===== config.mk =====
export PLATFORM = sky130hd
export DESIGN_NAME = mp2_cfg
export DESIGN_NICKNAME = d
export VERILOG_FILES = /design/src/rtl/core/mp2_pkg.sv /design/src/rtl/core/mp2_cfg.sv
export SDC_FILE = /design/constraint.sdc
export NUM_CORES = 1
export LEC_CHECK = 0
export BUFFER_PORTS_ARGS = -buffer_cell sky130_fd_sc_hd__buf_2
export CAP_MARGIN = 15
export CORE_ASPECT_RATIO = 1.1
export CORE_UTILIZATION = 45
export DETAILED_ROUTE_END_ITERATION = 7
export MAX_ROUTING_LAYER = met4
export SKIP_CTS_REPAIR_TIMING = 1
export SYNTH_ARGS = -nofsm -noshare
export SYNTH_HDL_FRONTEND = slang
export SYNTH_SLANG_ARGS = --single-unit

===== constraint.sdc =====
create_clock -name aclk -period 12.83 [get_ports aclk]
set_input_delay 0.6415 -clock aclk [delete_from_list [all_inputs] [get_ports aclk]]
set_output_delay 0.6415 -clock aclk [all_outputs]
set_load 0.03 [all_outputs]

===== src/rtl/core/mp2_pkg.sv =====
// Shared types, constants and register indexes of the 2-D max pooling stream block.
package mp2_pkg;

    localparam int MAX_WIDTH    = 256;
    localparam int MAX_KERNEL   = 4;
    localparam int MAX_CHANNELS = 1024;

    localparam int PIX_W  = 8;
    localparam int ADDR_W = $clog2(MAX_WIDTH);
    localparam int LANES  = MAX_KERNEL;
    localparam int LANE_W = $clog2(MAX_KERNEL);
    localparam int OUTQ_DEPTH = 4;
    localparam int OUTQ_PTR_W = $clog2(OUTQ_DEPTH);

    localparam logic [2:0] REG_CHANNEL_COUNT = 3'd0;
    localparam logic [2:0] REG_MAP_HEIGHT    = 3'd1;
    localparam logic [2:0] REG_MAP_WIDTH     = 3'd2;
    localparam logic [2:0] REG_WINDOW_SIZE   = 3'd3;
    localparam logic [2:0] REG_STEP_SIZE     = 3'd4;
    localparam logic [2:0] REG_ROUND_UP_MODE = 3'd5;
    localparam logic [2:0] REG_POOL_ENABLE   = 3'd6;

    localparam logic signed [PIX_W-1:0] POOL_FLOOR = 8'sh80;

    typedef struct packed {
        logic [10:0] ch_n;
        logic [8:0]  h;
        logic [8:0]  w;
        logic [2:0]  k;
        logic [2:0]  s;
        logic [8:0]  oh_n;
        logic [8:0]  ow_n;
        logic        enable;
    } geom_t;

    typedef struct packed {
        logic                    valid;
        logic [ADDR_W-1:0]       addr;
        logic signed [PIX_W-1:0] hmax;
        logic [LANES-1:0]        act;
        logic [LANES-1:0]        first;
        logic                    emit;
        logic [LANE_W-1:0]       lane;
        logic                    plane;
        logic                    frame;
    } stage_t;

endpackage


===== src/rtl/core/mp2_cfg.sv =====
// Configuration registers and derived pooling geometry.
module mp2_cfg (
    input  logic                aclk,
    input  logic                aresetn,
    input  logic                cfg_wr_en,
    input  logic [2:0]          cfg_addr,
    input  logic [10:0]         cfg_wr_data,
    output logic                restart,
    output mp2_pkg::geom_t      geom
);

    logic [10:0] chan_reg;
    logic [8:0]  height_reg;
    logic [8:0]  width_reg;
    logic [2:0]  win_reg;
    logic [2:0]  step_reg;
    logic        ceil_reg;
    logic        enable_reg;

    logic [2:0]  k_tmp;
    logic [2:0]  k;
    logic [2:0]  s;
    logic [8:0]  h;
    logic [8:0]  w;

    function automatic logic [8:0] axis_count(input logic [8:0] n, input logic [2:0] kk,
                                              input logic [2:0] ss, input logic up);
        logic [9:0]  x;
        logic [17:0] prod;
        logic [8:0]  q;
        begin
            x    = {1'b0, n} - {7'd0, kk} + (up ? {7'd0, ss} - 10'd1 : 10'd0);
            prod = x * 18'd171;
            case (ss)
                3'd2: q = x[9:1];
                3'd3: q = prod[17:9];
                3'd4: q = x[9:2];
                default: q = x[8:0];
            endcase
            axis_count = q + 9'd1;
        end
    endfunction

    assign restart = cfg_wr_en && (cfg_addr <= mp2_pkg::REG_POOL_ENABLE);

    always_ff @(posedge aclk) begin
        if (!aresetn) begin
            chan_reg   <= 11'd1;
            height_reg <= 9'd1;
            width_reg  <= 9'd1;
            win_reg    <= 3'd1;
            step_reg   <= 3'd1;
            ceil_reg   <= 1'b0;
            enable_reg <= 1'b0;
        end else if (cfg_wr_en) begin
            case (cfg_addr)
                mp2_pkg::REG_CHANNEL_COUNT: chan_reg   <= cfg_wr_data;
                mp2_pkg::REG_MAP_HEIGHT:    height_reg <= cfg_wr_data[8:0];
                mp2_pkg::REG_MAP_WIDTH:     width_reg  <= cfg_wr_data[8:0];
                mp2_pkg::REG_WINDOW_SIZE:   win_reg    <= cfg_wr_data[2:0];
                mp2_pkg::REG_STEP_SIZE:     step_reg   <= cfg_wr_data[2:0];
                mp2_pkg::REG_ROUND_UP_MODE: ceil_reg   <= cfg_wr_data[0];
                mp2_pkg::REG_POOL_ENABLE:   enable_reg <= cfg_wr_data[0];
                default: ;
            endcase
        end
    end

    always_comb begin
        h = (height_reg == 9'd0) ? 9'd1 : height_reg;
        w = (width_reg == 9'd0) ? 9'd1 : width_reg;
        k_tmp = (win_reg == 3'd0) ? 3'd1 :
                (win_reg > 3'(mp2_pkg::MAX_KERNEL)) ? 3'(mp2_pkg::MAX_KERNEL) : win_reg;
        k = k_tmp;
        if ({6'd0, k} > h) k = h[2:0];
        if ({6'd0, k} > w) k = w[2:0];
        s = (step_reg == 3'd0) ? 3'd1 : (step_reg > k) ? k : step_reg;
        geom.ch_n = (chan_reg == 11'd0) ? 11'd1 :
                    (chan_reg > 11'(mp2_pkg::MAX_CHANNELS)) ? 11'(mp2_pkg::MAX_CHANNELS)
                                                            : chan_reg;
        geom.h      = h;
        geom.w      = w;
        geom.k      = k;
        geom.s      = s;
        geom.oh_n   = axis_count(h, k, s, ceil_reg);
        geom.ow_n   = axis_count(w, k, s, ceil_reg);
        geom.enable = enable_reg;
    end

endmodule


== After elaboration in Yosys (flattened, before gate mapping) ==
Cells that the tools add are included.

* Flip-flop bits (word level): 37
* Input port bits: 17

* Add/subtract/negate cells: 7
* $mul: 2
* Magnitude comparators: 6
* Equal/unequal tests: 9
* Muxes and demuxes: 13
* Reduce and logical (&&, ||, !) cells: 14

{| class="wikitable"
|+ Operator list
! cell !! count
|-
| $pmux 9 s3 || 2
|-
| $mul 10x8->18 const B || 2
|-
| $mux 11 || 2
|-
| $add 10x10->10 || 2
|-
| $sub 9x3->10 || 2
|-
| $add 9x1->9 const B || 2
|-
| $gt 3x9->1 || 2
|-
| $logic_not 9->1 || 2
|-
| $mux 3 || 6
|-
| $mux 9 || 2
|-
| $reduce_and 2->1 || 7
|-
| $eq 3x2->1 const B || 4
|-
| $eq 3x3->1 const B || 4
|-
| $gt 11x11->1 const B || 1
|-
| $logic_not 11->1 || 1
|-
| $mux 10 || 1
|-
| $logic_not 3->1 || 3
|-
| $sub 3x1->4 const B || 1
|-
| $eq 3x1->1 const B || 1
|-
| $gt 3x3->1 || 1
|-
| $gt 3x3->1 const B || 1
|-
| $le 3x3->1 const B || 1
|-
| $logic_and 1x1->1 || 1
|}

== Depth between registers and ports, before layout ==
* Depth in word-level cells: 16
* Gate-level depth with buffers: 51

== Least setup slack after synthesis ==
OpenSTA, ideal clock, no wires.

* Path type: reg-to-output
* Start: reg height_reg[8]
* End: out geom[9] in the netlist's numbering
* Data arrival time: 12.199 ns
* Data required time: 12.188 ns
* Path slack: -0.011 ns
* Stages on the path, launching flop included: 50
* Path buffers: 0
* Path through: dfxtp_1 nor4_4 a41oi_1 inv_1 ha_1 nand3_1 nand3_2 a21oi_2 mux2_2 ha_1 nor2b_1 o21ai_1 a211oi_1 nor2_1 a21oi_1 inv_1 ha_1 nor2b_1 [14 not listed] ha_1 inv_1 fa_1 fa_1 inv_1 ha_1 a2111oi_0 nand2_1 o21ai_1 xnor2_1 a22o_1 a222oi_1 inv_1 ha_1 inv_1 or2_1 nor4b_2 xnor2_1

{| class="wikitable"
|+ RTL lines
! what !! line !! text
|-
| start, declared || mp2_cfg.sv:13 || <nowiki>logic [8:0] height_reg;</nowiki>
|-
| start signal, assigned || mp2_cfg.sv:58 || <nowiki>mp2_pkg::REG_MAP_HEIGHT: height_reg <= cfg_wr_data[8:0];</nowiki>
|-
| end, declared || mp2_cfg.sv:9 || <nowiki>output mp2_pkg::geom_t geom</nowiki>
|}

==> metrics.cfg <==
[layout]
mostFrequentLayoutCell = inv_1
final_nets = 1138
largest_reg_flops = 11
drive_above_1_share_pct = 13.8
area_growth_pct = 11.6
diodes = 0
final_cell_mix = 170 x inv_1, 140 x ha_1, 85 x nand2_1

[routing]
first_pass_iters = 4
viasPerCell = 5.19
detail-route-antenna-nets = 0
dr_total_vias = 5899
wl_per_cell_um = 14.8
drt_iter0_markers = 281
drc = 0
wirelength_mm = 16.8

[placement]
post-dp-hpwl_mm = 14.2
portBuffers = 71
globalplace.congestion = 0.881
pre_cts_slack_ns = 0.351

[job]
maxCapViolCount = 0

[logic_synthesis]
avgSynthCellArea_sq_um = 8.11
synth-async-reset-ratio_pct = 0
yosysWarnings = 0
yosysUniqueCellTypes = 82
yosys_most_used_dff = dfxtp_1
syn_inst = 875
ys_ff_latch = 37
synth_edf_count = 0
yosysSeqAreaShare_pct = 10.4
netlist_area_sq_um = 7090

[clocking]
clkTransAtPathRegs_ns = 0.06
cts_max_path_buffers = 2
htreeDepth = 2
cts_buffers = 5
clock_latency_ns = 0.28
cts_tree = yes
cts_root_buffer = clkbuf_16
clkSinkCount = 37

[sta]
hold_viol_final = 0
period_share_pct = 94.1
slew_headroom_pct = 43.3
hold_slack_ns = 0.468
setup_ws_ns = 0.755
setup_violations = 0
tightest_slew_ns = 0.851
min_period_ns = 12.08
finClkSkew_ns = 0
clock.fmax_mhz = 82.8
maxSlewViolCount = 0

[global_route]
grt_pass1_wl_mm = 28.0
grt_max_degree = 38
grt_pass1_vias = 5705
grt-ovfl-total = 0
antenna_found_initial = 0
grt_usage_pct = 22.2

[critical_path]
critPathSlowestCell = fa_1
cp-start-kind = register
crit_path_end_kind = primary output
critPathKind = register to primary output
worst-endpoint-arrival_ns = 11.43
cp_slowest_stage_delay_ns = 0.53
worstPathMaxFanout = 8
crit_buf_inv = 5
crit_top_cell = ha_1
worst_ep_required_time_ns = 12.19
crit_family = adder cells

[floorplan]
initial_core_util_pct = 46.6
die-height_um = 134
row_count = 47
io_pins = 72
core-area_sq_um = 15200
die_area_sq_um = 16300
die_x_um = 122

[min_path]
holdCritPathClass = register to register

[outcome]
outcome = complete, no violations

[cell usage after synthesis (12+ instances only)]
cell type,number,area share (%)
inv_1,170,9.0
ha_1,140,25
nand2_1,85,4.5
fa_1,42,12
dfxtp_1,37,10
xnor2_1,34,4.2
a21oi_1,30,2.1
clkbuf_1,30,1.6
a21boi_0,27,2.9
nor2_1,26,1.4
nor2b_1,26,2.3
nand3_1,21,1.5
xor2_1,20,2.5
mux2i_1,12,1.7
[worst paths after layout]
kind / cells after the start / start / slack [ns] / end
max reg2reg: 2 / chan_reg[10] / 11.98 / chan_reg[10]
max: 48 / height_reg[8] / 0.75 / geom[9]
min: 2 / chan_reg[9] / 0.47 / chan_reg[9]
min reg2reg: 2 / chan_reg[9] / 0.47 / chan_reg[9]
[stage by stage]
step / cells / TNS, ns / utilization (%) / cell area [sq um]
global placement: 1128 / 0 / 50.4 / 7670
floorplan: 886 / 0 / - / 7140
detailed placement: 1128 / 0 / 50.4 / 7670
finish: 1136 / 0 / 52.0 / 7920
CTS: 1136 / 0 / 51.3 / 7820
global route: 1136 / -0.0128 / 52.0 / 7920
[final cells by class]
type	instances	area (sq um)
Fill cell	1517	7310
Multi-Input combinational cell	641	5700
Sequential cell	37	741
Inverter	172	646
Timing Repair Buffer	82	438
Tap cell	196	245
Clock buffer	5	125
Clock inverter	3	21.3
[worst min-delay path: cells and delay by family (launching register included)]
family	cells	cell delay, ns
flip-flops	1	0.31
AO/OA/AOI/OAI	1	0.06
AND/OR/NAND/NOR	1	0.05
[kinds of logic (layout without fill, tap and decap cells)]
family                     Yosys count  after routing  synth area share [%]
and+or+nand+nor                    220            220                  16.2
other                                1             12                0.0529
xor gates and xnor gates            54             54                  6.67
DFF                                 37             37                  10.4
buffers and inverters              208            262                  11.2
muxes                               14             14                  2.06
AOI/OAI and AO/OA                  159            159                  16.8
adders and majority gates          182            182                  36.5
[layer usage]
layer	routed length (um)	track usage (%)
met1	8360	30.0
met3	582	2.31
met2	7750	36.0
met4	140	3.50
met5	0	-
Power is not shown: default switching activity piles up to over one toggle a cycle in this logic, so the estimate is an artifact.
