==> src/rtl/core/mp2_pkg.sv <==
// Shared types, constants and register indexes of the 2-D max pooling stream block.
package mp2_pkg;

    localparam int MAX_WIDTH    = 256;
    localparam int MAX_KERNEL   = 4;
    localparam int MAX_CHANNELS = 1024;

    localparam int PIX_W  = 8;
    localparam int ADDR_W = $clog2(MAX_WIDTH);
    localparam int LANES  = MAX_KERNEL;
    localparam int LANE_W = $clog2(MAX_KERNEL);
    localparam int OUTQ_DEPTH = 4;
    localparam int OUTQ_PTR_W = $clog2(OUTQ_DEPTH);

    localparam logic [2:0] REG_CHANNEL_COUNT = 3'd0;
    localparam logic [2:0] REG_MAP_HEIGHT    = 3'd1;
    localparam logic [2:0] REG_MAP_WIDTH     = 3'd2;
    localparam logic [2:0] REG_WINDOW_SIZE   = 3'd3;
    localparam logic [2:0] REG_STEP_SIZE     = 3'd4;
    localparam logic [2:0] REG_ROUND_UP_MODE = 3'd5;
    localparam logic [2:0] REG_POOL_ENABLE   = 3'd6;

    localparam logic signed [PIX_W-1:0] POOL_FLOOR = 8'sh80;

    typedef struct packed {
        logic [10:0] ch_n;
        logic [8:0]  h;
        logic [8:0]  w;
        logic [2:0]  k;
        logic [2:0]  s;
        logic [8:0]  oh_n;
        logic [8:0]  ow_n;
        logic        enable;
    } geom_t;

    typedef struct packed {
        logic                    valid;
        logic [ADDR_W-1:0]       addr;
        logic signed [PIX_W-1:0] hmax;
        logic [LANES-1:0]        act;
        logic [LANES-1:0]        first;
        logic                    emit;
        logic [LANE_W-1:0]       lane;
        logic                    plane;
        logic                    frame;
    } stage_t;

endpackage

==> src/rtl/core/mp2_ctrl.sv <==
// Position counters, row window of recent pixels and window tracking per request.
module mp2_ctrl (
    input  logic                       aclk,
    input  logic                       aresetn,
    input  logic                       restart,
    input  logic                       accept,
    input  logic signed [7:0]          pixel,
    input  mp2_pkg::geom_t             geom,
    output mp2_pkg::stage_t            st
);

    logic signed [7:0] rp_reg [mp2_pkg::MAX_KERNEL];
    logic signed [7:0] rp_new [mp2_pkg::MAX_KERNEL];
    logic [7:0] col_reg;
    logic [8:0] hwin_reg;
    logic [7:0] row_reg;
    logic [8:0] lo_reg;
    logic [8:0] hi_reg;
    logic [9:0] histart_reg;
    logic [9:0] chan_reg;
    logic [8:0] orow_reg;
    logic [8:0] ocol_reg;

    logic [9:0] hend;
    logic [9:0] loend;
    logic [9:0] oend;
    logic [9:0] col_last;
    logic [9:0] row_last;
    logic [9:0] c_end;
    logic [9:0] r_end;
    logic       hmatch;
    logic [9:0] diff;
    logic [2:0] cnt;
    logic signed [7:0] m;
    logic [8:0] hi_c;
    logic [9:0] oh;
    logic       row_done;
    logic       plane_done;

    always_comb begin
        hend  = ({1'b0, hwin_reg} * {7'd0, geom.s}) + {7'd0, geom.k} - 10'd1;
        loend = ({1'b0, lo_reg} * {7'd0, geom.s}) + {7'd0, geom.k} - 10'd1;
        oend  = ({1'b0, orow_reg} * {7'd0, geom.s}) + {7'd0, geom.k} - 10'd1;
        rp_new[0] = pixel;
        for (int i = 1; i < mp2_pkg::MAX_KERNEL; i++) rp_new[i] = rp_reg[i-1];
        col_last = {1'b0, geom.w - 9'd1};
        row_last = {1'b0, geom.h - 9'd1};
        c_end  = (hend > col_last) ? col_last : hend;
        r_end  = (oend > row_last) ? row_last : oend;
        hmatch = ({2'd0, col_reg} == c_end) && (hwin_reg < geom.ow_n);
        diff   = hend - {2'd0, col_reg};
        cnt    = geom.k - diff[2:0];
        m = mp2_pkg::POOL_FLOOR;
        for (int i = 0; i < mp2_pkg::MAX_KERNEL; i++) begin
            if ((3'(i) < cnt) && (rp_new[i] > m)) m = rp_new[i];
        end
        hi_c = (hi_reg > geom.oh_n - 9'd1) ? geom.oh_n - 9'd1 : hi_reg;
        st.act   = '0;
        st.first = '0;
        for (int d = 0; d < mp2_pkg::LANES; d++) begin
            oh = {1'b0, lo_reg} + 10'(d);
            if (hmatch && (oh <= {1'b0, hi_c})) begin
                st.act[oh[mp2_pkg::LANE_W-1:0]]   = 1'b1;
                st.first[oh[mp2_pkg::LANE_W-1:0]] =
                    (oh == {1'b0, hi_reg}) && ({2'd0, row_reg} == histart_reg);
            end
        end
        st.valid = accept && hmatch;
        st.addr  = hwin_reg[mp2_pkg::ADDR_W-1:0];
        st.hmax  = m;
        st.emit  = hmatch && (orow_reg < geom.oh_n) && (hwin_reg == ocol_reg) &&
                   ({2'd0, row_reg} == r_end);
        st.lane  = orow_reg[mp2_pkg::LANE_W-1:0];
        st.plane = (orow_reg == geom.oh_n - 9'd1) && (ocol_reg == geom.ow_n - 9'd1);
        st.frame = st.plane && ({1'b0, chan_reg} == geom.ch_n - 11'd1);
        row_done   = ({1'b0, col_reg} + 9'd1) >= geom.w;
        plane_done = ({1'b0, row_reg} + 9'd1) >= geom.h;
    end

    always_ff @(posedge aclk) begin
        if (!aresetn || restart) begin
            for (int i = 0; i < mp2_pkg::MAX_KERNEL; i++) rp_reg[i] <= '0;
            col_reg     <= '0;
            hwin_reg    <= '0;
            row_reg     <= '0;
            lo_reg      <= '0;
            hi_reg      <= '0;
            histart_reg <= '0;
            chan_reg    <= '0;
            orow_reg    <= '0;
            ocol_reg    <= '0;
        end else if (accept) begin
            if (st.emit) begin
                if (ocol_reg + 9'd1 >= geom.ow_n) begin
                    ocol_reg <= '0;
                    orow_reg <= orow_reg + 9'd1;
                end else begin
                    ocol_reg <= ocol_reg + 9'd1;
                end
            end
            if (row_done) begin
                for (int i = 0; i < mp2_pkg::MAX_KERNEL; i++) rp_reg[i] <= '0;
                col_reg  <= '0;
                hwin_reg <= '0;
                if (plane_done) begin
                    row_reg     <= '0;
                    lo_reg      <= '0;
                    hi_reg      <= '0;
                    histart_reg <= '0;
                    orow_reg    <= '0;
                    ocol_reg    <= '0;
                    chan_reg    <= ({1'b0, chan_reg} + 11'd1 >= geom.ch_n) ? '0
                                                                          : chan_reg + 10'd1;
                end else begin
                    row_reg <= row_reg + 8'd1;
                    if (loend == {2'd0, row_reg}) begin
                        lo_reg <= lo_reg + 9'd1;
                    end
                    if ({2'd0, row_reg} + 10'd1 == histart_reg + {7'd0, geom.s}) begin
                        hi_reg      <= hi_reg + 9'd1;
                        histart_reg <= histart_reg + {7'd0, geom.s};
                    end
                end
            end else begin
                for (int i = 0; i < mp2_pkg::MAX_KERNEL; i++) rp_reg[i] <= rp_new[i];
                col_reg <= col_reg + 8'd1;
                if (hmatch) begin
                    hwin_reg <= hwin_reg + 9'd1;
                end
            end
        end
    end

endmodule

==> config.mk <==
export PLATFORM = sky130hd
export DESIGN_NAME = mp2_ctrl
export DESIGN_NICKNAME = d
export VERILOG_FILES = /design/src/rtl/core/mp2_pkg.sv /design/src/rtl/core/mp2_ctrl.sv
export SDC_FILE = /design/constraint.sdc
export NUM_CORES = 1
export LEC_CHECK = 0
export BUFFER_PORTS_ARGS = -buffer_cell sky130_fd_sc_hd__buf_2
export CORE_AREA = 5 5 196 198
export DETAILED_ROUTE_END_ITERATION = 16
export DIE_AREA = 0 0 201 203
export PLACE_DENSITY_LB_ADDON = 0.12
export SYNTH_ARGS = -nofsm -noshare
export SYNTH_HDL_FRONTEND = slang
export SYNTH_SLANG_ARGS = --single-unit
==> constraint.sdc <==
create_clock -name aclk -period 9.9 [get_ports aclk]
set_clock_uncertainty 0.15 [all_clocks]
set_input_delay 0.495 -clock aclk [delete_from_list [all_inputs] [get_ports aclk]]
set_output_delay 0.495 -clock aclk [all_outputs]
set_load 0.05 [all_outputs]
# Yosys cells after proc, flatten, opt, wreduce, memory -nomap -nowiden
# Memory sizes are Yosys's and may differ from the RTL's.
# Cells that the tools add are included.
# classes
addsub	29
multipliers	3
magnitude_cmp	29
eq_ne	13
n_mux	59
bitwise_logic	12
n_reduce_logical	33
# op_table
cell	n
two-way mux 8 bit	18
two-way mux 9 bit	15
two-way mux 10 bit	5
adder 9 x 1 -> 9 bit, second input constant	5
adder 10 x 3 -> 10 bit	4
== test 9 bit	4
subtractor 9 x 1 -> 9 bit, second input constant	4
== test 10 x 9 -> 1 bit	3
== test 8 x 10 -> 1 bit	3
less-or-equal comparator 10 x 9 -> 1 bit	3
multiplier 9 x 3 -> 10 bit	3
subtractor 10 x 1 -> 10 bit, second input constant	3
adder 8 x 1 -> 9 bit, second input constant	3
greater-or-equal comparator 9 bit	3
> comparator 8 bit	3
logical AND 1 bit	23
adder 9 x 2 -> 10 bit, second input constant	2
> comparator 10 x 9 -> 1 bit	2
less-than comparator 9 bit	2
adder 8 x 1 -> 8 bit, second input constant	2
two-way mux 1 bit	14
bitwise mux 4 bit	3
less-than comparator 2 x 3 -> 1 bit, second input constant	4
OR 4 bit	3
other kinds (23)	44
# totals
ff_bits	81
mem_bits_rw	32
input_bits	66
output_inout_bits	30
mem_count	1
# memory_table
memory	depth	width	rd	rd_ports_with_merged_regs	wr	line_no	rtl
rp_reg	4	8	3	0	4	mp2_ctrl.sv:12	logic signed [7:0] rp_reg [mp2_pkg::MAX_KERNEL];

# Logic depth before layout (Yosys ltp)
# logic_depth
word_depth	17
ltp_mapped	47
ltp_nobuf	43

# Worst setup path after synthesis
# Ideal clock, no wire load.
# synth_path
kind	input to output
startpoint	in geom[20] in the netlist's numbering
endpoint	out st[14] in the netlist's numbering
t_arrival_ps	9477
required_ps	9255
path_slack_ps	-222
cell_stages	46
path_buffers	4
cell_sequence	buf_4 -> and2_1 -> inv_1 -> ha_1 -> fa_1 -> ha_1 -> inv_1 -> fa_1 -> inv_1 -> fa_1 -> xnor3_1 -> xor2_1 -> nand2_1 -> or2_1 -> clkbuf_1 -> nand2_1 -> ha_1 -> and4_1 -> [10 not listed] -> inv_1 -> mux2i_1 -> o31ai_1 -> or2_1 -> clkbuf_1 -> mux2_1 -> ha_1 -> nor2b_1 -> o21a_1 -> o21ai_0 -> nand2b_1 -> a21oi_1 -> nor2b_1 -> o21ai_0 -> a21oi_1 -> a21oi_1 -> nor2_1 -> mux2i_1
# synth_lines
element	line_no	rtl
from (decl)	mp2_ctrl.sv:8	input mp2_pkg::geom_t geom,
to (decl)	mp2_ctrl.sv:9	output mp2_pkg::stage_t st

==> out/summary.txt <==
Status: complete, no violations
First-pass GRT wire length: 72300 um
Starting Density: 0.414
Peak Freq: 106 MHz
Root Buffer: clkbuf_16
Max-capacitance violation count: 0
Row cnt: 70
Commonest non-fill, non-tap cell in the layout: ha_1
Total power: 0.00147 W
Clk Latency, worst-skew pair: 0.37 ns
P_leak: 7.48 nW
FF-to-FF Start: hwin_reg[1]
Post-Syn Area per Cell: 7.76 um2
DP HPWL: 36300 um
Cell mode on critical path: a21oi_1
Nets: 2311
Cts hold-fix bufs: 0
Via count: 13762
Peak supply drop: 0.0000811 V
Cts bufs inserted: 9
Post-route clock period utilization: 0.951
Final number of setup-violating endpoints: 0
Dpl ws: 0.106 ns
FF-to-FF End: ocol_reg[5]
Slew at the pin closest to its max-slew limit: 1.07 ns
Cell at the slowest stage of the critical path: fa_1
Clk sinks: 105
Multi-input logic area: 11800 um2
Layout cells sized above 1: 0.0952
Sequential area share after synthesis: 0.150
CTS tree: yes
Number of synthesized flops with an enable pin: 16
Post-Route WL: 45200 um
Die Span Y: 203 um
Die X: 201 um
Total grt overflow: 0
FFs w/ async S/R, synth: 0
Hold path cells: 2
Final core utilization: 0.450
Hold Path Origin: pixel[2]
Final Max Slew Viols: 0
Setup_tns: 0 ns
Critical path startpoint category: flip-flop
FF-to-FF setup slack: 2.69 ns
Max stage delay on crit path: 0.47 ns
Htree depth: 3
Final ANT Viol Nets: 0
Worst-path clk slew: 0.08 ns
Reg area: 2260 um2
Layout fillers: 3687
DR iter-0 viols: 832
CP Class: flip-flop to output pin
Worst slew margin: 0.271
WHS: 0.288 ns
Avg WL per Cell: 18.4 um
Tot GR Track Use: 0.216
Commonest register cell after synthesis: dfxtp_1
Mapped Cells: 1940
Largest net degree at the start of global routing: 47
Pwr dens: 90.2 nW/um2
Crit path arrival time: 8.77 ns
Most frequent cells in the layout: 232 x ha_1, 186 x inv_1, 167 x nand2_1, 134 x xnor2_1, 96 x a21oi_1
Fin worst setup slack: 0.483 ns
Die ar.: 40800 um2
Hold Path Class: primary input to flip-flop
Port Buffers: 94
Req. time, crit path: 9.26 ns
Vias in the first global route: 13610
Synthesized cell area: 15100 um2
P&R area growth vs syn: 8.55%
Critical path capture point type: output pin
Area leader, netlist: ha_1
Maximum clock insertion buffer count: 2
Synth top area cells: ha_1 19%, dfxtp_1 12%, xnor2_1 7.9%
RSZ-0062 raised after global routing: no
Synth top area share: 0.193
R2r worst-path depth: 24
Final hold vios: 0
Critical Path Fanout Max: 14
Global placement routability congestion: 0.883
Max reg flops: 24
Vias per cell: 5.61
Register bit total from synthesis: 105
Std-Cell Core Area: 36300 um2
I/O pin count: 96
Drt first pass iters: 5
Post-Syn Nets: 2271
Hold Crit Endpoint: rp_reg[0][2]
Initial antenna violation count: 2
# DRC: 0
Warnings from Yosys: 0
Synth cell types: 80
Period minus WS final: 9.42 ns
==> cell families after synthesis <==
group / count (synthesis) / share of synthesized area
buffers and inverters: 275 / 0.0716
flip-flops: 105 / 0.150
adder cells (fa/ha/maj): 265 / 0.237
AND/OR/NAND/NOR: 653 / 0.222
multiplexers: 37 / 0.0254
AO/OA/AOI/OAI: 399 / 0.172
XOR/XNOR: 206 / 0.122
==> power by group <==
part           switching [W]  internal, W  leakage, nW
clock               0.000190     0.000225        0.158
combinational       0.000384     0.000235         6.42
sequential        0.00000434     0.000436        0.903
==> metal layers <==
metal | part of all wire | up-vias | GRT usage
li1 | - | 6882 | -
met1 | 0.46 | 6534 | 0.282
met2 | 0.47 | 278 | 0.375
met3 | 0.043 | 66 | 0.0326
met4 | 0.022 | 2 | 0.0551
met5 | 0.00018 | - | 0.00476
==> cells in the mapped netlist, types with 44 or more instances <==
cell and count:
nor3_1 57, nand3_1 83, ha_1 232, dfxtp_1 89
a21o_1 44, nor2_1 98, clkbuf_1 72, xor2_1 67
o21ai_0 93, a21oi_1 96, xnor2_1 135, nand2_1 168
inv_1 186
==> through the flow <==
step,instance area (um2),cells
floorplan,15100,1940
detailed placement,15900,2433
global route,16300,2453
global placement,15900,2433
CTS,16300,2449
finish,16300,2454
==> how the worst max path moves through the flow <==
stage | slack (ns) | end | startpoint | depth (start not counted)
floorplan | 0.08 | st[14] | geom[20] | 46
detailed placement | 0.11 | st[13] | geom[20] | 47
finish | 0.48 | st[13] | hwin_reg[0] | 45
CTS | 0.10 | st[13] | hwin_reg[0] | 45
global route | 0.00004 | st[13] | hwin_reg[0] | 46
global placement | 0.24 | st[13] | geom[20] | 47
==> final cells by class <==
cell class                      instances  share of cell area
Inverter                              186              0.0427
Clock buffer                            9              0.0138
Antenna cell                            1            0.000153
Timing Repair Buffer                  117              0.0402
Sequential cell                       105               0.138
Clock inverter                          7             0.00620
Multi-Input combinational cell       1561               0.723
Tap cell                              468              0.0358
==> critical path, delay by kind of cell (launching register included) <==
kind	cells	cell delay [ns]
compound gates	13	1.68
xor+xnor	2	0.48
fa+ha+maj	8	2.69
buf+inv	6	0.70
flops	1	0.33
mux	2	0.70
simple gates	14	1.80
==> timing repair <==
action,4_1_cts,5_1_grt
setup endpoints to repair,1,8
gates cloned,0,1
resized for setup,2,17
setup buffers,0,3
pin swaps,0,5
(Power assumes the default switching activity.)
