### config.mk
export PLATFORM = sky130hd
export DESIGN_NAME = mp2_outq
export DESIGN_NICKNAME = d
export VERILOG_FILES = /design/src/rtl/core/mp2_pkg.sv /design/src/rtl/core/mp2_outq.sv
export SDC_FILE = /design/constraint.sdc
export NUM_CORES = 1
export LEC_CHECK = 0
export BUFFER_PORTS_ARGS = -buffer_cell sky130_fd_sc_hd__buf_4
export CORE_AREA = 2 2 66 68
export CTS_CLUSTER_DIAMETER = 50
export CTS_CLUSTER_SIZE = 16
export DETAILED_ROUTE_END_ITERATION = 6
export DIE_AREA = 0 0 68 70
export PLACE_DENSITY = 0.68
export SYNTH_ARGS = -nofsm -noshare
export SYNTH_HDL_FRONTEND = slang
export SYNTH_SLANG_ARGS = --single-unit
### constraint.sdc
create_clock -name aclk -period 3.2 [get_ports aclk]
set_input_delay 0 -clock aclk [delete_from_list [all_inputs] [get_ports aclk]]
set_output_delay 0 -clock aclk [all_outputs]
set_load 0.03 [all_outputs]
### src/rtl/core/mp2_pkg.sv
// Shared types, constants and register indexes of the 2-D max pooling stream block.
package mp2_pkg;

    localparam int MAX_WIDTH    = 256;
    localparam int MAX_KERNEL   = 4;
    localparam int MAX_CHANNELS = 1024;

    localparam int PIX_W  = 8;
    localparam int ADDR_W = $clog2(MAX_WIDTH);
    localparam int LANES  = MAX_KERNEL;
    localparam int LANE_W = $clog2(MAX_KERNEL);
    localparam int OUTQ_DEPTH = 4;
    localparam int OUTQ_PTR_W = $clog2(OUTQ_DEPTH);

    localparam logic [2:0] REG_CHANNEL_COUNT = 3'd0;
    localparam logic [2:0] REG_MAP_HEIGHT    = 3'd1;
    localparam logic [2:0] REG_MAP_WIDTH     = 3'd2;
    localparam logic [2:0] REG_WINDOW_SIZE   = 3'd3;
    localparam logic [2:0] REG_STEP_SIZE     = 3'd4;
    localparam logic [2:0] REG_ROUND_UP_MODE = 3'd5;
    localparam logic [2:0] REG_POOL_ENABLE   = 3'd6;

    localparam logic signed [PIX_W-1:0] POOL_FLOOR = 8'sh80;

    typedef struct packed {
        logic [10:0] ch_n;
        logic [8:0]  h;
        logic [8:0]  w;
        logic [2:0]  k;
        logic [2:0]  s;
        logic [8:0]  oh_n;
        logic [8:0]  ow_n;
        logic        enable;
    } geom_t;

    typedef struct packed {
        logic                    valid;
        logic [ADDR_W-1:0]       addr;
        logic signed [PIX_W-1:0] hmax;
        logic [LANES-1:0]        act;
        logic [LANES-1:0]        first;
        logic                    emit;
        logic [LANE_W-1:0]       lane;
        logic                    plane;
        logic                    frame;
    } stage_t;

endpackage

### src/rtl/core/mp2_outq.sv
// Output result queue feeding the master side.
module mp2_outq (
    input  logic        aclk,
    input  logic        aresetn,
    input  logic        push,
    input  logic [9:0]  push_data,
    input  logic        pop,
    output logic        valid,
    output logic [9:0]  head,
    output logic [mp2_pkg::OUTQ_PTR_W:0] count
);

    logic [9:0] q_mem [mp2_pkg::OUTQ_DEPTH];
    logic [mp2_pkg::OUTQ_PTR_W-1:0] wptr_reg;
    logic [mp2_pkg::OUTQ_PTR_W-1:0] rptr_reg;
    logic [mp2_pkg::OUTQ_PTR_W:0]   cnt_reg;

    assign valid = cnt_reg != '0;
    assign head  = q_mem[rptr_reg];
    assign count = cnt_reg;

    always_ff @(posedge aclk) begin
        if (push) q_mem[wptr_reg] <= push_data;
    end

    always_ff @(posedge aclk) begin
        if (!aresetn) begin
            wptr_reg <= '0;
            rptr_reg <= '0;
            cnt_reg  <= '0;
        end else begin
            if (push) wptr_reg <= wptr_reg + mp2_pkg::OUTQ_PTR_W'(1);
            if (pop) rptr_reg <= rptr_reg + mp2_pkg::OUTQ_PTR_W'(1);
            case ({push, pop})
                2'b10:   cnt_reg <= cnt_reg + (mp2_pkg::OUTQ_PTR_W+1)'(1);
                2'b01:   cnt_reg <= cnt_reg - (mp2_pkg::OUTQ_PTR_W+1)'(1);
                default: cnt_reg <= cnt_reg;
            endcase
        end
    end

endmodule

=== Yosys cells after proc, flatten, opt, wreduce, memory -nomap -nowiden ===
Memories as Yosys holds them, arrays and structs flattened. A register that Yosys moved wholly into a read port is not among the register bits.
Cells that the tools add are included.

* Register bits after elaboration: 7
* RAM bits: 40
* Bits of input ports: 14
* Output and inout port bits: 14
* Memories kept: 1

{| class="wikitable"
|+ Memories
! name !! depth !! width !! read ports !! clocked after Yosys merged registers in !! wr ports !! line !! text
|-
| q_mem || 4 || 10 || 1 || 1 || 1 || mp2_outq.sv:13 || <nowiki>logic [9:0] q_mem [mp2_pkg::OUTQ_DEPTH];</nowiki>
|}

* $add $sub $neg: 4
* Equal/unequal tests: 2
* Muxes and demuxes: 5
* Reduce and logical (&&, ||, !) cells: 2

{| class="wikitable"
|+ Operator list
! cell !! number
|-
| $pmux W3 S2 || 1
|-
| $add A2 B1 Y2 const B || 2
|-
| $mux W2 || 2
|-
| $add A3 B1 Y3 const B || 1
|-
| $reduce_bool A3 Y1 || 1
|-
| $sub A3 B1 Y3 const B || 1
|-
| $eq A2 B1 Y1 const B || 1
|-
| $eq A2 B2 Y1 const B || 1
|-
| $mux W1 || 2
|-
| $reduce_bool A2 Y1 || 1
|}

=== Logic depth before layout (Yosys ltp) ===
Gate-level depths: netlist (run 1).

* Depth after elaboration: 3
* Gate-level depth with buffers: 7

=== Least setup slack after synthesis (run 1) ===
Ideal clock, no wire load.

* Path type: register -> register
* From: reg cnt_reg, in the netlist count[1]
* To: reg cnt_reg, in the netlist count[2]
* Library setup time: 0.070 ns
* Data arrival time: 1.632 ns
* Setup slack: 1.498 ns
* Stages on the path, launching flop included: 6
* Period minus slack after synthesis: 1.702 ns
* Cells stage by stage: dfxtp_1 > inv_1 > fa_1 > xor2_1 > or3_1 > a21boi_1

* Longest elaborated chain between the ends: 2
* Elaborated cells between the ends (all ways): 3
* Classes of those cells: 2 x add/sub; 1 x mux

{| class="wikitable"
|+ Ends and longest elaborated chain
! element !! line !! text
|-
| from (decl) || mp2_outq.sv:16 || <nowiki>logic [mp2_pkg::OUTQ_PTR_W:0] cnt_reg;</nowiki>
|-
| from (signal assigned) || mp2_outq.sv:35 || <nowiki>2'b10: cnt_reg <= cnt_reg + (mp2_pkg::OUTQ_PTR_W+1)'(1);</nowiki>
|-
| from (signal assigned) || mp2_outq.sv:36 || <nowiki>2'b01: cnt_reg <= cnt_reg - (mp2_pkg::OUTQ_PTR_W+1)'(1);</nowiki>
|-
| from (signal assigned) || mp2_outq.sv:37 || <nowiki>default: cnt_reg <= cnt_reg;</nowiki>
|-
| $sub A3 B1 Y3 / $add A3 B1 Y3 (equally long branches) || mp2_outq.sv:36, mp2_outq.sv:35 ||
|-
| $pmux W3 S2 (*) || mp2_outq.sv:34 || <nowiki>case ({push, pop})</nowiki>
|}

Mark *: on every way between the ends. The rest lies on a longest branch, timed or not.
A chain may end at the register's enable or synchronous reset.

==> results of run 1 <==
-- worst max-delay path, cell delays in order, from the launching register on --
cell and delay, ns:
dfxtp_1 0.76, mux4_2 0.58, buf_4 0.18
-- logic make-up after synthesis --
logic type | share of synthesized area (%)
buf+inv | 2.054
xor+xnor | 2.320
flops | 73.16
compound gates | 0.9279
fa+ha+maj | 4.374
mux | 12.46
simple gates | 4.705
-- Yosys cell counts, drive strengths merged --
library cell / n / area share (%)
mux2i: 1 / 0.53
buf: 1 / 0.60
ha: 5 / 3.3
xnor2: 2 / 0.93
and2: 10 / 3.3
fa: 1 / 1.1
mux4: 10 / 12
dfxtp: 9 / 9.5
clkbuf: 1 / 0.26
nor2b: 1 / 0.33
or3: 2 / 0.66
o21ai: 2 / 0.53
nand2: 2 / 0.40
a21boi: 1 / 0.40
edfxtp: 40 / 64
inv: 6 / 1.2
xor2: 3 / 1.4
-- final cells by class --
class / instances / area share, %
Tap cell: 52 / 2.779
Sequential cell: 49 / 59.01
Multi-Input combinational cell: 40 / 19.99
Inverter: 6 / 0.9621
Clock inverter: 3 / 0.9621
Clock buffer: 5 / 2.940
Timing Repair Buffer: 38 / 13.36
-- metrics by stage --
step / total power, mW / instance area, sq um / setup WS, ns / cells / util (%)
2_1_floorplan: 0.8996 / 1888 / 1.498 / 97 / -
3_3_place_gp: 0.9701 / 2140 / 1.654 / 174 / 51.63
3_5_place_dp: 0.9799 / 2140 / 1.606 / 174 / 51.63
4_1_cts: 1.341 / 2341 / 1.272 / 193 / 56.49
5_1_grt: 1.386 / 2341 / 1.198 / 193 / 56.49
6_report: 1.327 / 2341 / 1.373 / 193 / 56.49
-- per-layer routing --
layer  global-route usage (%)  vias up  routed length, um
met5                        0        -                  0
met4                    6.000        0                 51
met3                    4.992        5                144
met2                    23.52       21               1528
met1                    17.17      480               1174
li1                         -      450                  -
-- power breakdown --
part           switching [mW]  internal [mW]
combinational           0.115          0.104
clock                   0.202          0.153
sequential             0.0259          0.727
total                   0.343          0.984
-- worst max-delay path by stage --
stage | slack (ns) | endpoint
after global placement | 1.65 | head[1]
after CTS | 1.27 | head[1]
final | 1.37 | head[1]
after floorplan | 1.50 | count[2]$_SDFFE_PN0P_
after detailed placement | 1.61 | head[1]
after global routing | 1.20 | head[7]
==> out/qor.yml, run 1 <==
max_freq_mhz: 547.4
cts_tree: "built"
largest_register_ffs: 40
firstDrtPassIters: 4
peakVddDrop_v: 0.0002419
hold_path_depth: 3
insertedDiodeCount: 0
cp.required_ns: 3.20
drive_above_1_share_pct: 31.91
status: "complete, no violations"
seq_area_sq_mm: 0.001381
overflow: 0
cap_violations: 0
gp_congestion: 0.6288
post_synth.cell_area_avg_sq_um: 19.46
grt_usage_pct: 14.45
layout.cells.most_common: "edfxtp_1"
startpoint_type: "register"
finalHoldViolCount: 0
drc_errors: 0
hpwl_um: 1887
min_period_ns: 1.827
critPathKind: "register to output pin"
synthCells: 97
num-nets-final: 160
wl_um: 2899
relSlewSlack_pct: 54.92
power.leakage_nw: 0.8338
skew_ns: 0.007574
antenna_found_initial: 0
clockBufferDepth: 2
critPathArrivalTime_ns: 1.83
mostFrequentLayoutCells: "40 x edfxtp_1, 27 x buf_4, 11 x dlygate4sd3_1"
ys_seq_area_share_pct: 73.16
reg2reg_slack_ns: 1.62
min_from: "push"
ys_seq_elements: 49
rsz0062_at_grt: "false"
yosys.cell_types.count: 17
cts_setup_buffers: 0
synth_area_sq_mm: 0.001888
die_w_um: 68
vias: 956
top_register: "q_mem"
synth_warnings: 0
avgViaCountPerCell: 4.953
hp-class: "primary input to register"
r2r_cells: 5
crit_path_end_kind: "output pin"
ctsHtreeMaxLevel: 2
final-setup-viol-count: 0
grt_pass1_wl_um: 4892
r2r_start: "count[1]$_SDFFE_PN0P_"
post_drt_wl_per_cell_um: 15.02
path_clk_slew_ns: 0.08
synth.net_count: 117
reg2reg_to: "count[2]$_SDFFE_PN0P_"
worstMarginPinSlew_ns: 0.6753
grt_pass1_vias: 1035
multi_input_comb_area_sq_um: 467.9
synthToLayoutAreaGrowth_pct: 23.99
finalSetupTns_ns: 0
fillers: 340
drt_iter0_markers: 49
p_per_area_mw_per_mm2: 566.7
portBuffers: 27
crit_fanout: 10
ioPinCount: 28
slew_viol_final: 0
initial_core_util_pct: 45.56
cts_buffers: 5
die_height_um: 70
die-area_sq_mm: 0.004760
core_sq_mm: 0.004144
insertion_delay_ns: 0.30
cts_hold_buf: 11
period_share_pct: 57.09
root_buffer: "clkbuf_8"
hold_end: "wptr_reg[1]$_SDFFE_PN0P_"
ctsResizeCount: 0
cts.sinks: 49
grt_max_degree: 17
whs_ns: 0.03106
ant_nets: 0
rows: 24
Note: power is estimated with default switching activity, not from simulation.
==> inputs of run 2 (changes only) <==
PLACE_DENSITY = 0.7   (was 0.68)
clock period = 1.6 ns   (was 3.2 ns; I/O delays follow)
==> out/qor.yml, run 2 (synthesis results as in run 1) <==
status: "complete, no violations"
die_height_um: 70  # unchanged
cts_tree: "built"
worstMarginPinSlew_ns: 0.5049  # -0.1704 ns
postLayoutCellArea_sq_mm: 0.002400  # +2.5%
crit_path_end_kind: "output pin"
insertion_delay_ns: 0.29  # about the same
final-setup-viol-count: 0  # unchanged
largest_register_ffs: 40  # unchanged
core_sq_mm: 0.004144  # unchanged
r2r_cells: 5  # unchanged
wl_um: 2977  # +2.7%
vias: 994  # +4.0%
ant_nets: 0  # unchanged
reg2reg_slack_ns: 0.12  # -1.50 ns
ctsHtreeMaxLevel: 2  # unchanged
skew_ns: 0.006012  # -0.001561 ns
power.leakage_nw: 0.8793  # +5.4%
min_period_ns: 1.518
cp.required_ns: 1.60  # -1.60 ns
hold_end: "wptr_reg[1]$_SDFFE_PN0P_"
period_share_pct: 94.90
clkPwrFrac_pct: 25.5  # -1.3 points
antenna_found_initial: 0  # unchanged
p_per_area_mw_per_mm2: 1105  # +95%
peakVddDrop_v: 0.0006195  # +160%
insertedDiodeCount: 0  # unchanged
ioPinCount: 28  # unchanged
initial_core_util_pct: 45.56  # unchanged
clockBufferDepth: 2  # unchanged
drc_errors: 0  # unchanged
cts.sinks: 49  # unchanged
die-area_sq_mm: 0.004760  # unchanged
hp-class: "primary input to register"
grt_usage_pct: 13.86  # -0.59 points
post_drt_wl_per_cell_um: 14.96  # -0.41%
finalHoldViolCount: 0  # unchanged
grt_pass1_vias: 1001  # -3.3%
portBuffers: 27  # unchanged
die_w_um: 68  # unchanged
p_sw_share_pct: 25.02  # -0.83 points
root_buffer: "clkbuf_8"
path_clk_slew_ns: 0.08  # about the same
max_freq_mhz: 658.6
crit_fanout: 8  # -2
hpwl_um: 2010  # +6.5%
cap_violations: 0  # unchanged
drive_above_1_share_pct: 36.73  # +4.8 points
synthToLayoutAreaGrowth_pct: 27.10
gp_congestion: 0.6409  # +1.9%
dpl_worst_slack_ns: 0.04126  # -1.564 ns
fillers: 341  # +0.29%
num-nets-final: 166  # +3.8%
power.internal_mw: 1.989  # +100%
mostFrequentLayoutCells: "40 x edfxtp_1, 32 x buf_4, 11 x dlygate4sd3_1"
firstDrtPassIters: 4  # unchanged
top_register: "q_mem"
critPathKind: "register to output pin"
grt_max_degree: 16  # -1
min_from: "push"
r2r_start: "count[1]$_SDFFE_PN0P_"
rsz0062_at_grt: "false"
drt_iter0_markers: 52  # +6.1%
rows: 24  # unchanged
fin_ws_ns: 0.08158  # -1.291 ns
startpoint_type: "register"
overflow: 0  # unchanged
reg2reg_to: "count[2]$_SDFFE_PN0P_"
finalSetupTns_ns: 0  # unchanged
relSlewSlack_pct: 66.29  # +11 points
power.share.sequential_pct: 56.5  # -0.2 points
avgViaCountPerCell: 4.995  # +0.84%
hold_path_depth: 3  # unchanged
slew_viol_final: 0  # unchanged
critPathArrivalTime_ns: 1.52  # -0.31 ns
layout.cells.most_common: "edfxtp_1"
pwr-share-comb_pct: 18.1  # +1.6 points
placed_area_sq_mm: 0.002192  # +2.5%
cts_buffers: 5  # unchanged
power_switching_uw: 663.6  # +93%
power_mw: 2.652  # +100%
grt_pass1_wl_um: 4767  # -2.6%
==> run 2: layout make-up <==
type / count / area (sq um) / area share, %
flip-flops and latches: 49 / 1385 / 57.72
multi-input cells: 40 / 470.5 / 19.60
repair buffers: 44 / 370.4 / 15.43
clock buffers: 5 / 68.82 / 2.868
well taps: 52 / 65.06 / 2.711
inverters: 6 / 22.52 / 0.9385
clock inverters: 3 / 17.52 / 0.7299
==> run 2: timing repair <==
| action | 4_1_cts | 5_1_grt |
|---|---|---|
| pin swaps | 0 | 1 |
| buffers inserted | 0 | 1 |
| endpoints found under the setup margin | 8 | 1 |
| resized for setup | 1 | 1 |
| hold endpoints to repair | 48 | 0 |
| hold buffers | 11 | 0 |
==> run 2: stage by stage <==
stage               utilization [%]  hold WS, ns  cells
finish                        57.91      0.04023    199
global route                  57.91      0.06485    199
CTS                           57.67      0.02996    198
detailed placement            52.90       0.2030    179
global placement              52.90       0.1998    179
floorplan                         -      0.09887     97
==> run 2: worst max-delay path: stages, from the launching register on <==
cell and delay (ns):
dfxtp_2 0.39, buf_12 0.15, mux4_2 0.50, buf_4 0.18
==> run 2: how the worst max path moves through the flow <==
stage,start,to,cells after the start
after floorplan,count[1]$_SDFFE_PN0P_,count[2]$_SDFFE_PN0P_,5
after global placement,count[1]$_SDFFE_PN0P_,count[2]$_SDFFE_PN0P_,5
after detailed placement,count[1]$_SDFFE_PN0P_,count[2]$_SDFFE_PN0P_,5
after CTS,count[1]$_SDFFE_PN0P_,count[2]$_SDFFE_PN0P_,5
after global routing,register,head[9],2
final,register,head[9],3
==> run 2: power groups by stage <==
stage	combinational, mW	clock (mW)	sequential [mW]
2_1_floorplan	0.274	0	1.53
3_3_place_gp	0.447	0	1.52
3_5_place_dp	0.457	0	1.53
4_1_cts	0.480	0.706	1.50
5_1_grt	0.519	0.748	1.51
6_report	0.479	0.676	1.50
==> run 2: metal layers <==
metal / track usage [%] / part of all wire (%)
met1: 17.67 / 41
met3: 4.348 / 5.7
met5: 0 / 0
met2: 22.87 / 53
met4: 3.333 / 0.24
